[src/hdl/twc_pkg.sv]
package twc_pkg;

  // Fixed field widths.
  localparam int TS_W      = 64;
  localparam int WSEC_W    = 32;
  localparam int SEC_MAG_W = 44;
  localparam int STEP_W    = 7;

  // Microseconds per second, used to scale the window start back up.
  localparam logic [19:0] US_PER_SEC = 20'd1000000;

  // Division of the timestamp by one million: a shift by six, then 16-bit
  // chunks divided by 15625, each through a multiplication by its reciprocal.
  // The reciprocal is exact for every chunk value below 2^30.
  localparam int SEC_SHIFT = 6;
  localparam int CHUNK_W   = 16;
  localparam int SEC_REM_W = 14;
  localparam int RCP_W     = 31;
  localparam int RCP_SHIFT = 44;
  localparam logic [SEC_REM_W-1:0] SEC_DIV = 14'd15625;
  localparam logic [RCP_W-1:0]     RCP_MUL = 31'd1125899907;

  // Step counts: chunks of the seconds division, then bits of the window remainder.
  localparam logic [STEP_W-1:0] SEC_CHUNKS = 7'd4;
  localparam logic [STEP_W-1:0] WIN_STEPS  = 7'd44;

  // Reset value of the window length register.
  localparam logic [WSEC_W-1:0] WSEC_RESET = 32'd86400;

  // Commands from the controller to the datapath.
  typedef struct packed {
    logic load_in;
    logic sec_mul;
    logic sec_sub;
    logic load_win;
    logic div_step;
    logic mul;
    logic fix;
    logic scan_clr;
    logic scan_en;
    logic wr_append;
    logic wr_swap;
    logic wr_front;
    logic res_win;
    logic res_best;
    logic out_load;
  } twc_cmd_t;

  // Status from the datapath to the controller.
  typedef struct packed {
    logic div_done;
    logic scan_done;
    logic hit;
    logic full;
  } twc_status_t;

endpackage

[src/hdl/time_window_classifier_unit.sv]
// Classifies signed microsecond timestamps into time windows. Each transaction
// on the input channel yields exactly one transaction on the output channel: the
// window start (seconds truncated toward zero, minus their remainder modulo
// window_seconds, scaled back to microseconds), or, when the window table is
// full and holds no match, the stored window nearest to it. Items are processed
// one at a time. The division by one million is a shift by six, then four
// 16-bit chunks divided by 15625 through reciprocal multiplication, each in a
// multiply state and a subtract state. The bit-serial remainder modulo the
// window length follows, then scaling and sign restore. The table scan reads
// one entry per cycle; then the table is updated and the output register is
// loaded once it is free. A finished result is held in an output register,
// so the next item is taken while it waits. A window length of zero acts as
// one second. The table needs no clearing after reset.
module time_window_classifier_unit #(
  parameter int TABLE_DEPTH = 16
) (
  input  logic                                clk,
  input  logic                                rst,
  input  logic                                cfg_we,
  input  logic [twc_pkg::WSEC_W-1:0]          cfg_wdata,
  input  logic                                in_valid,
  output logic                                in_ready,
  input  logic signed [twc_pkg::TS_W-1:0]     timestamp_us,
  output logic                                out_valid,
  input  logic                                out_ready,
  output logic signed [twc_pkg::TS_W-1:0]     window_start_us
);

  twc_pkg::twc_cmd_t    cmd;
  twc_pkg::twc_status_t status;

  // Sequencer.
  twc_ctrl u_ctrl (
    .clk       (clk),
    .rst       (rst),
    .in_valid  (in_valid),
    .in_ready  (in_ready),
    .out_valid (out_valid),
    .out_ready (out_ready),
    .status    (status),
    .cmd       (cmd)
  );

  // Dividers, window arithmetic and table.
  twc_dpath #(
    .TABLE_DEPTH (TABLE_DEPTH)
  ) u_dpath (
    .clk             (clk),
    .rst             (rst),
    .cfg_we          (cfg_we),
    .cfg_wdata       (cfg_wdata),
    .timestamp_us    (timestamp_us),
    .cmd             (cmd),
    .status          (status),
    .window_start_us (window_start_us)
  );

endmodule

[src/hdl/twc_dpath.sv]
module twc_dpath #(
  parameter int TABLE_DEPTH = 16
) (
  input  logic                        clk,
  input  logic                        rst,
  input  logic                        cfg_we,
  input  logic [twc_pkg::WSEC_W-1:0]  cfg_wdata,
  input  logic signed [twc_pkg::TS_W-1:0] timestamp_us,
  input  twc_pkg::twc_cmd_t           cmd,
  output twc_pkg::twc_status_t        status,
  output logic signed [twc_pkg::TS_W-1:0] window_start_us
);

  localparam int IDX_W = (TABLE_DEPTH > 1) ? $clog2(TABLE_DEPTH) : 1;
  localparam int CNT_W = $clog2(TABLE_DEPTH + 1);
  localparam int TS_W  = twc_pkg::TS_W;
  localparam int WS_W  = twc_pkg::WSEC_W;
  localparam int SM_W  = twc_pkg::SEC_MAG_W;
  localparam int CH_W  = twc_pkg::CHUNK_W;
  localparam int REM_W = twc_pkg::SEC_REM_W;
  localparam int RV_W  = REM_W + CH_W;
  localparam int PR_W  = RV_W + twc_pkg::RCP_W;

  logic [WS_W-1:0]   window_seconds;

  // Chunked division of the timestamp magnitude by one million.
  logic [TS_W-1:0]   sec_dvd;
  logic [REM_W-1:0]  sec_rem;
  logic [SM_W-1:0]   sec_quo;
  logic [CH_W-1:0]   chunk_q;
  logic [RV_W-1:0]   chunk_v;
  logic [PR_W-1:0]   rcp_prod;
  logic [RV_W-1:0]   chunk_rem;

  // Bit-serial divider for the window remainder.
  logic [TS_W-1:0]   dvd;
  logic [WS_W-1:0]   dvs;
  logic [WS_W-1:0]   rem;
  logic [twc_pkg::STEP_W-1:0] step_cnt;
  logic [WS_W:0]     trial;
  logic [WS_W:0]     trial_sub;
  logic              trial_ge;

  // Window arithmetic.
  logic              neg;
  logic [SM_W-1:0]   sec_mag;
  logic [SM_W-1:0]   base_mag;
  logic [TS_W-1:0]   prod_full;
  logic [TS_W-1:0]   prod;
  logic [TS_W-1:0]   win;
  logic [TS_W-1:0]   ts_mag;

  // Table scan.
  logic [TS_W-1:0]   mem [TABLE_DEPTH];
  logic [TS_W-1:0]   rd_data;
  logic [CNT_W-1:0]  count;
  logic [CNT_W-1:0]  rd_idx;
  logic [IDX_W-1:0]  cmp_idx;
  logic              cmp_vld;
  logic              hit;
  logic [IDX_W-1:0]  hit_idx;
  logic [TS_W-1:0]   entry0;
  logic [TS_W-1:0]   best;
  logic [TS_W-1:0]   best_diff;
  logic [TS_W:0]     diff_s;
  logic [TS_W-1:0]   diff_mag;
  logic              issue;
  logic [TS_W-1:0]   res;

  // Memory write port.
  logic              wr_en;
  logic [IDX_W-1:0]  wr_addr;
  logic [TS_W-1:0]   wr_data;

  // Magnitude of the incoming timestamp; the most negative value maps to 2^63.
  assign ts_mag = timestamp_us[TS_W-1] ? (~timestamp_us + 1'b1) : timestamp_us;

  // One chunk of the seconds division: quotient by reciprocal, then remainder.
  assign chunk_v   = {sec_rem, sec_dvd[TS_W-1 -: CH_W]};
  assign rcp_prod  = PR_W'(chunk_v) * PR_W'(twc_pkg::RCP_MUL);
  assign chunk_rem = chunk_v - RV_W'(chunk_q) * RV_W'(twc_pkg::SEC_DIV);

  // One restoring division step.
  assign trial     = {rem, dvd[TS_W-1]};
  assign trial_sub = trial - {1'b0, dvs};
  assign trial_ge  = (trial >= {1'b0, dvs});

  // Window magnitude in seconds, then scaled to microseconds.
  assign base_mag  = sec_mag - SM_W'(rem);
  assign prod_full = TS_W'(base_mag) * TS_W'(twc_pkg::US_PER_SEC);

  // Absolute difference of the entry being compared and the window, over 65 bits.
  assign diff_s   = {rd_data[TS_W-1], rd_data} - {win[TS_W-1], win};
  assign diff_mag = diff_s[TS_W] ? TS_W'(~diff_s + 1'b1) : diff_s[TS_W-1:0];

  assign issue = cmd.scan_en && !hit && (rd_idx < count);

  // Write port selection.
  always_comb begin
    wr_en   = 1'b0;
    wr_addr = '0;
    wr_data = win;
    if (cmd.wr_append) begin
      wr_en   = 1'b1;
      wr_addr = count[IDX_W-1:0];
    end else if (cmd.wr_swap) begin
      wr_en   = 1'b1;
      wr_addr = hit_idx;
      wr_data = entry0;
    end else if (cmd.wr_front) begin
      wr_en   = 1'b1;
    end
  end

  // Window table storage with registered read.
  always_ff @(posedge clk) begin
    if (wr_en) begin
      mem[wr_addr] <= wr_data;
    end
    if (issue) begin
      rd_data <= mem[rd_idx[IDX_W-1:0]];
    end
  end

  // Configuration register and table fill count.
  always_ff @(posedge clk) begin
    if (rst) begin
      window_seconds <= twc_pkg::WSEC_RESET;
      count          <= '0;
    end else begin
      if (cfg_we) begin
        window_seconds <= cfg_wdata;
      end
      if (cmd.wr_append) begin
        count <= count + 1'b1;
      end
    end
  end

  // Step counter and scan control flags.
  always_ff @(posedge clk) begin
    if (rst) begin
      step_cnt <= '0;
      rd_idx   <= '0;
      cmp_vld  <= 1'b0;
      hit      <= 1'b0;
    end else begin
      if (cmd.load_in) begin
        step_cnt <= twc_pkg::SEC_CHUNKS;
      end else if (cmd.load_win) begin
        step_cnt <= twc_pkg::WIN_STEPS;
      end else if ((cmd.div_step || cmd.sec_sub) && step_cnt != '0) begin
        step_cnt <= step_cnt - 1'b1;
      end

      if (cmd.scan_clr) begin
        rd_idx  <= '0;
        cmp_vld <= 1'b0;
        hit     <= 1'b0;
      end else if (cmd.scan_en) begin
        cmp_vld <= issue;
        if (issue) begin
          rd_idx <= rd_idx + 1'b1;
        end
        if (cmp_vld && !hit && rd_data == win) begin
          hit <= 1'b1;
        end
      end
    end
  end

  // Datapath payload registers.
  always_ff @(posedge clk) begin
    // Seconds: the magnitude shifted down by six, divided by 15625 a chunk at a time.
    if (cmd.load_in) begin
      sec_dvd <= ts_mag >> twc_pkg::SEC_SHIFT;
      sec_rem <= '0;
      sec_quo <= '0;
      neg     <= timestamp_us[TS_W-1];
    end else if (cmd.sec_mul) begin
      chunk_q <= rcp_prod[twc_pkg::RCP_SHIFT+CH_W-1:twc_pkg::RCP_SHIFT];
    end else if (cmd.sec_sub) begin
      sec_rem <= chunk_rem[REM_W-1:0];
      sec_dvd <= sec_dvd << CH_W;
      sec_quo <= {sec_quo[SM_W-CH_W-1:0], chunk_q};
    end

    // Remainder of the seconds modulo the window length.
    if (cmd.load_win) begin
      sec_mag <= sec_quo;
      dvd     <= {sec_quo, {(TS_W-SM_W){1'b0}}};
      dvs     <= (window_seconds == '0) ? WS_W'(1) : window_seconds;
      rem     <= '0;
    end else if (cmd.div_step && step_cnt != '0) begin
      rem <= trial_ge ? trial_sub[WS_W-1:0] : trial[WS_W-1:0];
      dvd <= {dvd[TS_W-2:0], 1'b0};
    end

    // Scale and restore the sign.
    if (cmd.mul) begin
      prod <= prod_full;
    end
    if (cmd.fix) begin
      win <= neg ? (~prod + 1'b1) : prod;
    end

    // Compare the entry read in the previous cycle.
    if (cmd.scan_en && cmp_vld) begin
      if (!hit && rd_data == win) begin
        hit_idx <= cmp_idx;
      end
      if (cmp_idx == '0) begin
        entry0    <= rd_data;
        best      <= rd_data;
        best_diff <= diff_mag;
      end else if (diff_mag < best_diff) begin
        best      <= rd_data;
        best_diff <= diff_mag;
      end
    end
    if (issue) begin
      cmp_idx <= rd_idx[IDX_W-1:0];
    end

    // Result selection and output register.
    if (cmd.res_win) begin
      res <= win;
    end else if (cmd.res_best) begin
      res <= best;
    end
    if (cmd.out_load) begin
      window_start_us <= res;
    end
  end

  assign status.div_done  = (step_cnt == '0);
  assign status.scan_done = !cmp_vld && (hit || rd_idx == count);
  assign status.hit       = hit;
  assign status.full      = (count == CNT_W'(TABLE_DEPTH));

endmodule

[src/hdl/twc_ctrl.sv]
module twc_ctrl (
  input  logic                 clk,
  input  logic                 rst,
  input  logic                 in_valid,
  output logic                 in_ready,
  output logic                 out_valid,
  input  logic                 out_ready,
  input  twc_pkg::twc_status_t status,
  output twc_pkg::twc_cmd_t    cmd
);

  typedef enum logic [3:0] {
    ST_IDLE,
    ST_SEC_MUL,
    ST_SEC_SUB,
    ST_DIV_WIN,
    ST_MUL,
    ST_FIX,
    ST_SCAN,
    ST_SWAP,
    ST_FRONT,
    ST_DONE
  } state_t;

  state_t state;
  state_t state_next;

  assign in_ready = (state == ST_IDLE);

  // Command decode and next state.
  always_comb begin
    cmd        = '0;
    state_next = state;
    unique case (state)
      ST_IDLE: begin
        if (in_valid) begin
          cmd.load_in = 1'b1;
          state_next  = ST_SEC_MUL;
        end
      end
      ST_SEC_MUL: begin
        if (status.div_done) begin
          cmd.load_win = 1'b1;
          state_next   = ST_DIV_WIN;
        end else begin
          cmd.sec_mul = 1'b1;
          state_next  = ST_SEC_SUB;
        end
      end
      ST_SEC_SUB: begin
        cmd.sec_sub = 1'b1;
        state_next  = ST_SEC_MUL;
      end
      ST_DIV_WIN: begin
        cmd.div_step = 1'b1;
        if (status.div_done) begin
          state_next = ST_MUL;
        end
      end
      ST_MUL: begin
        cmd.mul    = 1'b1;
        state_next = ST_FIX;
      end
      ST_FIX: begin
        cmd.fix      = 1'b1;
        cmd.scan_clr = 1'b1;
        state_next   = ST_SCAN;
      end
      ST_SCAN: begin
        cmd.scan_en = 1'b1;
        if (status.scan_done) begin
          if (status.hit) begin
            cmd.res_win = 1'b1;
            state_next  = ST_SWAP;
          end else if (!status.full) begin
            cmd.res_win   = 1'b1;
            cmd.wr_append = 1'b1;
            state_next    = ST_DONE;
          end else begin
            cmd.res_best = 1'b1;
            state_next   = ST_DONE;
          end
        end
      end
      ST_SWAP: begin
        cmd.wr_swap = 1'b1;
        state_next  = ST_FRONT;
      end
      ST_FRONT: begin
        cmd.wr_front = 1'b1;
        state_next   = ST_DONE;
      end
      ST_DONE: begin
        if (!out_valid || out_ready) begin
          cmd.out_load = 1'b1;
          state_next   = ST_IDLE;
        end
      end
      default: begin
        state_next = ST_IDLE;
      end
    endcase
  end

  // State and output valid flag.
  always_ff @(posedge clk) begin
    if (rst) begin
      state     <= ST_IDLE;
      out_valid <= 1'b0;
    end else begin
      state <= state_next;
      if (cmd.out_load) begin
        out_valid <= 1'b1;
      end else if (out_ready) begin
        out_valid <= 1'b0;
      end
    end
  end

endmodule

[config.mk]
export PLATFORM = sky130hd
export DESIGN_NAME = time_window_classifier_unit
export DESIGN_NICKNAME = d
export VERILOG_FILES = /design/src/hdl/twc_pkg.sv /design/src/hdl/time_window_classifier_unit.sv /design/src/hdl/twc_dpath.sv /design/src/hdl/twc_ctrl.sv
export SDC_FILE = /design/constraint.sdc
export NUM_CORES = 2
export LEC_CHECK = 0
export BUFFER_PORTS_ARGS = -buffer_cell sky130_fd_sc_hd__buf_2
export CORE_MARGIN = 2
export CORE_UTILIZATION = 55
export DETAILED_ROUTE_END_ITERATION = 8
export PLACE_DENSITY = 0.82
export SYNTH_ARGS = -nofsm -noshare
export SYNTH_HDL_FRONTEND = slang
export SYNTH_SLANG_ARGS = --single-unit
[constraint.sdc]
create_clock -name clk -period 36.6 [get_ports clk]
set_input_delay 3.66 -clock clk [delete_from_list [all_inputs] [get_ports clk]]
set_output_delay 3.66 -clock clk [all_outputs]
set_load 0.1 [all_outputs]
==> impl_metrics.json <==
{
  "status": "finished clean",
  "dieArea_mm2": 0.1943,
  "nets": 9382,
  "setup_viol": 0,
  "syn_nets": 9148,
  "cp.required_ps": 37210,
  "fin_cells": 10670,
  "tightest_slew_ps": 1337,
  "drive_gt1_share_pct": 12.82,
  "path_class": "reg2reg",
  "arrival_ps": 10230,
  "port_buffers": 166,
  "drt_wl_total_um": 264100,
  "initial_utilization_pct": 55.25,
  "cts_root_buffer": "clkbuf_16",
  "gp_congestion": 0.9471,
  "clkLatencyLatePin_ps": 880,
  "vias_per_cell": 6.095,
  "cts.sinks": 1878,
  "die_x_um": 440.8,
  "postCtsSetupBuffers": 0,
  "slew_viol_final": 0,
  "synth_top_area_share_pct": 49.38,
  "yosys.area.top_type": "edfxtp_1",
  "cpMaxStageDelayCell": "xor2_1",
  "multi_input_area_mm2": 0.04540,
  "relSlewSlack_pct": 9.953,
  "io_pins": 167,
  "place_area_mm2": 0.1092,
  "hold_viol": 0,
  "drc": 0,
  "hold_class": "reg2reg",
  "dr.pass1.iters": 6,
  "clock_skew_ps": 76.06,
  "cts_resized": 0,
  "grtUsageTotal_pct": 27.35,
  "cts_tree": "yes",
  "cap_violations": 0,
  "clk_path_buf_depth": 3,
  "ys_async_sr_fraction_pct": 0,
  "synth.avg_cell_area_um2": 13.51,
  "antenna_left": 0,
  "seq_area_mm2": 0.05489,
  "dp.final_hpwl_um": 175700,
  "rsz0062_at_grt": "no",
  "yosys_warnings": 0,
  "n_antenna_cell": 0,
  "path_clk_slew_ps": 60,
  "cp-end-kind": "flop",
  "avgRoutedWirePerCell_um": 24.75,
  "cp-start-kind": "flop",
  "synthCells": 7770,
  "synth_area_leaders": "edfxtp_1 49%, fa_1 9.5%, ha_1 9.3%",
  "num_rows": 160,
  "grt_first_pass_wirelength_um": 400700,
  "synth_seq_area_share_pct": 52.28,
  "netlist_area_mm2": 0.1050,
  "core_mm2": 0.1900,
  "cts_buffers": 185,
  "overflow": 0,
  "drtIter0Drc": 7065,
  "htree_levels": 4,
  "grt_pass1_vias": 66490,
  "max_freq_mhz": 104.0,
  "synth_seq_cells": 1878,
  "crit_fanout": 9,
  "area.growth.synth_to_final_pct": 10.17,
  "cts_hold_buf": 0,
  "cpMostUsedCell": "inv_1",
  "setup-tns-final_ps": 0,
  "post-synth-top-count-cell": "edfxtp_1",
  "ys_top_cells_by_count": "1726 x edfxtp_1, 1052 x inv_1, 777 x ha_1",
  "antenna_found_initial": 5,
  "grt_max_degree": 102,
  "fin_area_mm2": 0.1156,
  "synth.distinct_cells": 91,
  "timing.final.crit_share_pct": 26.28,
  "critical_path.max_stage_delay_ps": 750,
  "synth_edf_count": 1726,
  "die_h_um": 440.8,
  "fillers": 13700,
  "vias": 65020,
  "ys.flop_type": "edfxtp_1",
  "dp_cells": 10330,
  "period_minus_slack_ps": 9620
}
## per-layer routing
layer | vias to the layer above | global-route usage [%] | wire, µm
met5 | - | 0 | 36
met4 | 6 | 11.22 | 11440
met3 | 634 | 4.569 | 23200
met2 | 3383 | 45.19 | 129400
met1 | 32630 | 36.12 | 99940
li1 | 28370 | - | -
## through the flow
stage | hold WS [ps] | util [%] | setup WS (ps)
after floorplan | 400.3 | - | 24580
after global placement | 401.3 | 57.50 | 27340
after detailed placement | 404.5 | 57.50 | 27120
after CTS | 375.8 | 60.86 | 27070
after global routing | 394.7 | 60.86 | 26240
final | 383.7 | 60.86 | 26980
## logic make-up after synthesis
family	count (synthesis)	synth area share, %
AOI/OAI and AO/OA	1061	6.386
xor gates and xnor gates	442	3.701
adders and majority gates	1280	18.83
buffers and inverters	1312	4.695
DFF	1878	52.28
muxes	431	7.995
and+or+nand+nor	1366	6.113
## state kept, by name (all words and copies together) (netlist names), 7 cells and up
name and flops:
u_dpath.window_seconds 32, u_dpath.window_start_us 64, u_dpath.res 64, u_dpath.win 58
u_dpath.dvs 32, u_dpath.sec_dvd 64, u_dpath.step_cnt 7, u_dpath.rd_data 64
u_dpath.sec_quo 44, u_dpath.rem 32, u_dpath.mem 1024, u_dpath.sec_mag 44
u_dpath.entry0 64, u_dpath.prod 58, u_dpath.best 63, u_dpath.dvd 44
u_dpath.best_diff 64, u_dpath.chunk_q 16, u_dpath.sec_rem 14
## cell type report
cell class / count / area share, %
Inverter: 1057 / 3.434
Tap cell: 2511 / 2.717
Timing Repair Buffer: 302 / 1.602
Sequential cell: 1878 / 47.47
Clock inverter: 117 / 1.336
Clock buffer: 223 / 4.180
Multi-Input combinational cell: 4580 / 39.26
## placed cells by master (no fill, tap or decap), types with 28 or more instances in the layout
cell	Yosys	routed
a211oi_1	29	28
a21o_1	133	133
a21oi_1	258	258
a31oi_1	33	33
buf_2	2	166
buf_4	0	136
clkbuf_1	216	33
clkbuf_16	0	186
clkinv_1	2	31
clkinv_2	0	28
dfxtp_1	152	148
edfxtp_1	1726	1726
fa_1	500	500
ha_1	777	777
inv_1	1052	1052
mux2_2	59	59
mux2i_1	52	52
mux4_2	320	320
nand2_1	546	543
nand2b_1	43	43
nand3_1	124	123
nand4_1	54	54
nor2_1	278	259
nor2b_1	52	51
nor3_1	68	65
nor4_1	35	32
o21a_1	33	32
o21ai_0	303	294
o21bai_1	35	35
o31ai_1	50	50
or3_1	37	37
xnor2_1	270	270
xor2_1	171	171
## path summary, 6_finish.rpt
path	startpoint	end	slack [ps]	depth (start not counted)
hold / removal	u_dpath.res[12]$_DFFE_PP_	u_dpath.window_start_us[12]$_DFFE_PP_	380	0
setup reg to reg	u_dpath.sec_mag[0]$_DFFE_PP_	u_dpath.prod[61]$_DFFE_PP_	26980	36
setup / recovery	u_dpath.sec_mag[0]$_DFFE_PP_	u_dpath.prod[61]$_DFFE_PP_	26980	36
hold reg to reg	u_dpath.res[12]$_DFFE_PP_	u_dpath.window_start_us[12]$_DFFE_PP_	380	0
## critical path: cells and delay by family, from the launching register on
kind / cells / cell delay (ps)
buffers and inverters: 6 / 560
XOR/XNOR: 3 / 1090
flip-flops: 1 / 320
AND/OR/NAND/NOR: 6 / 1010
adder cells (fa/ha/maj): 8 / 3280
AO/OA/AOI/OAI: 13 / 3060
Power is not shown: default switching activity piles up to over one toggle a cycle in this logic, so the estimate is an artifact.
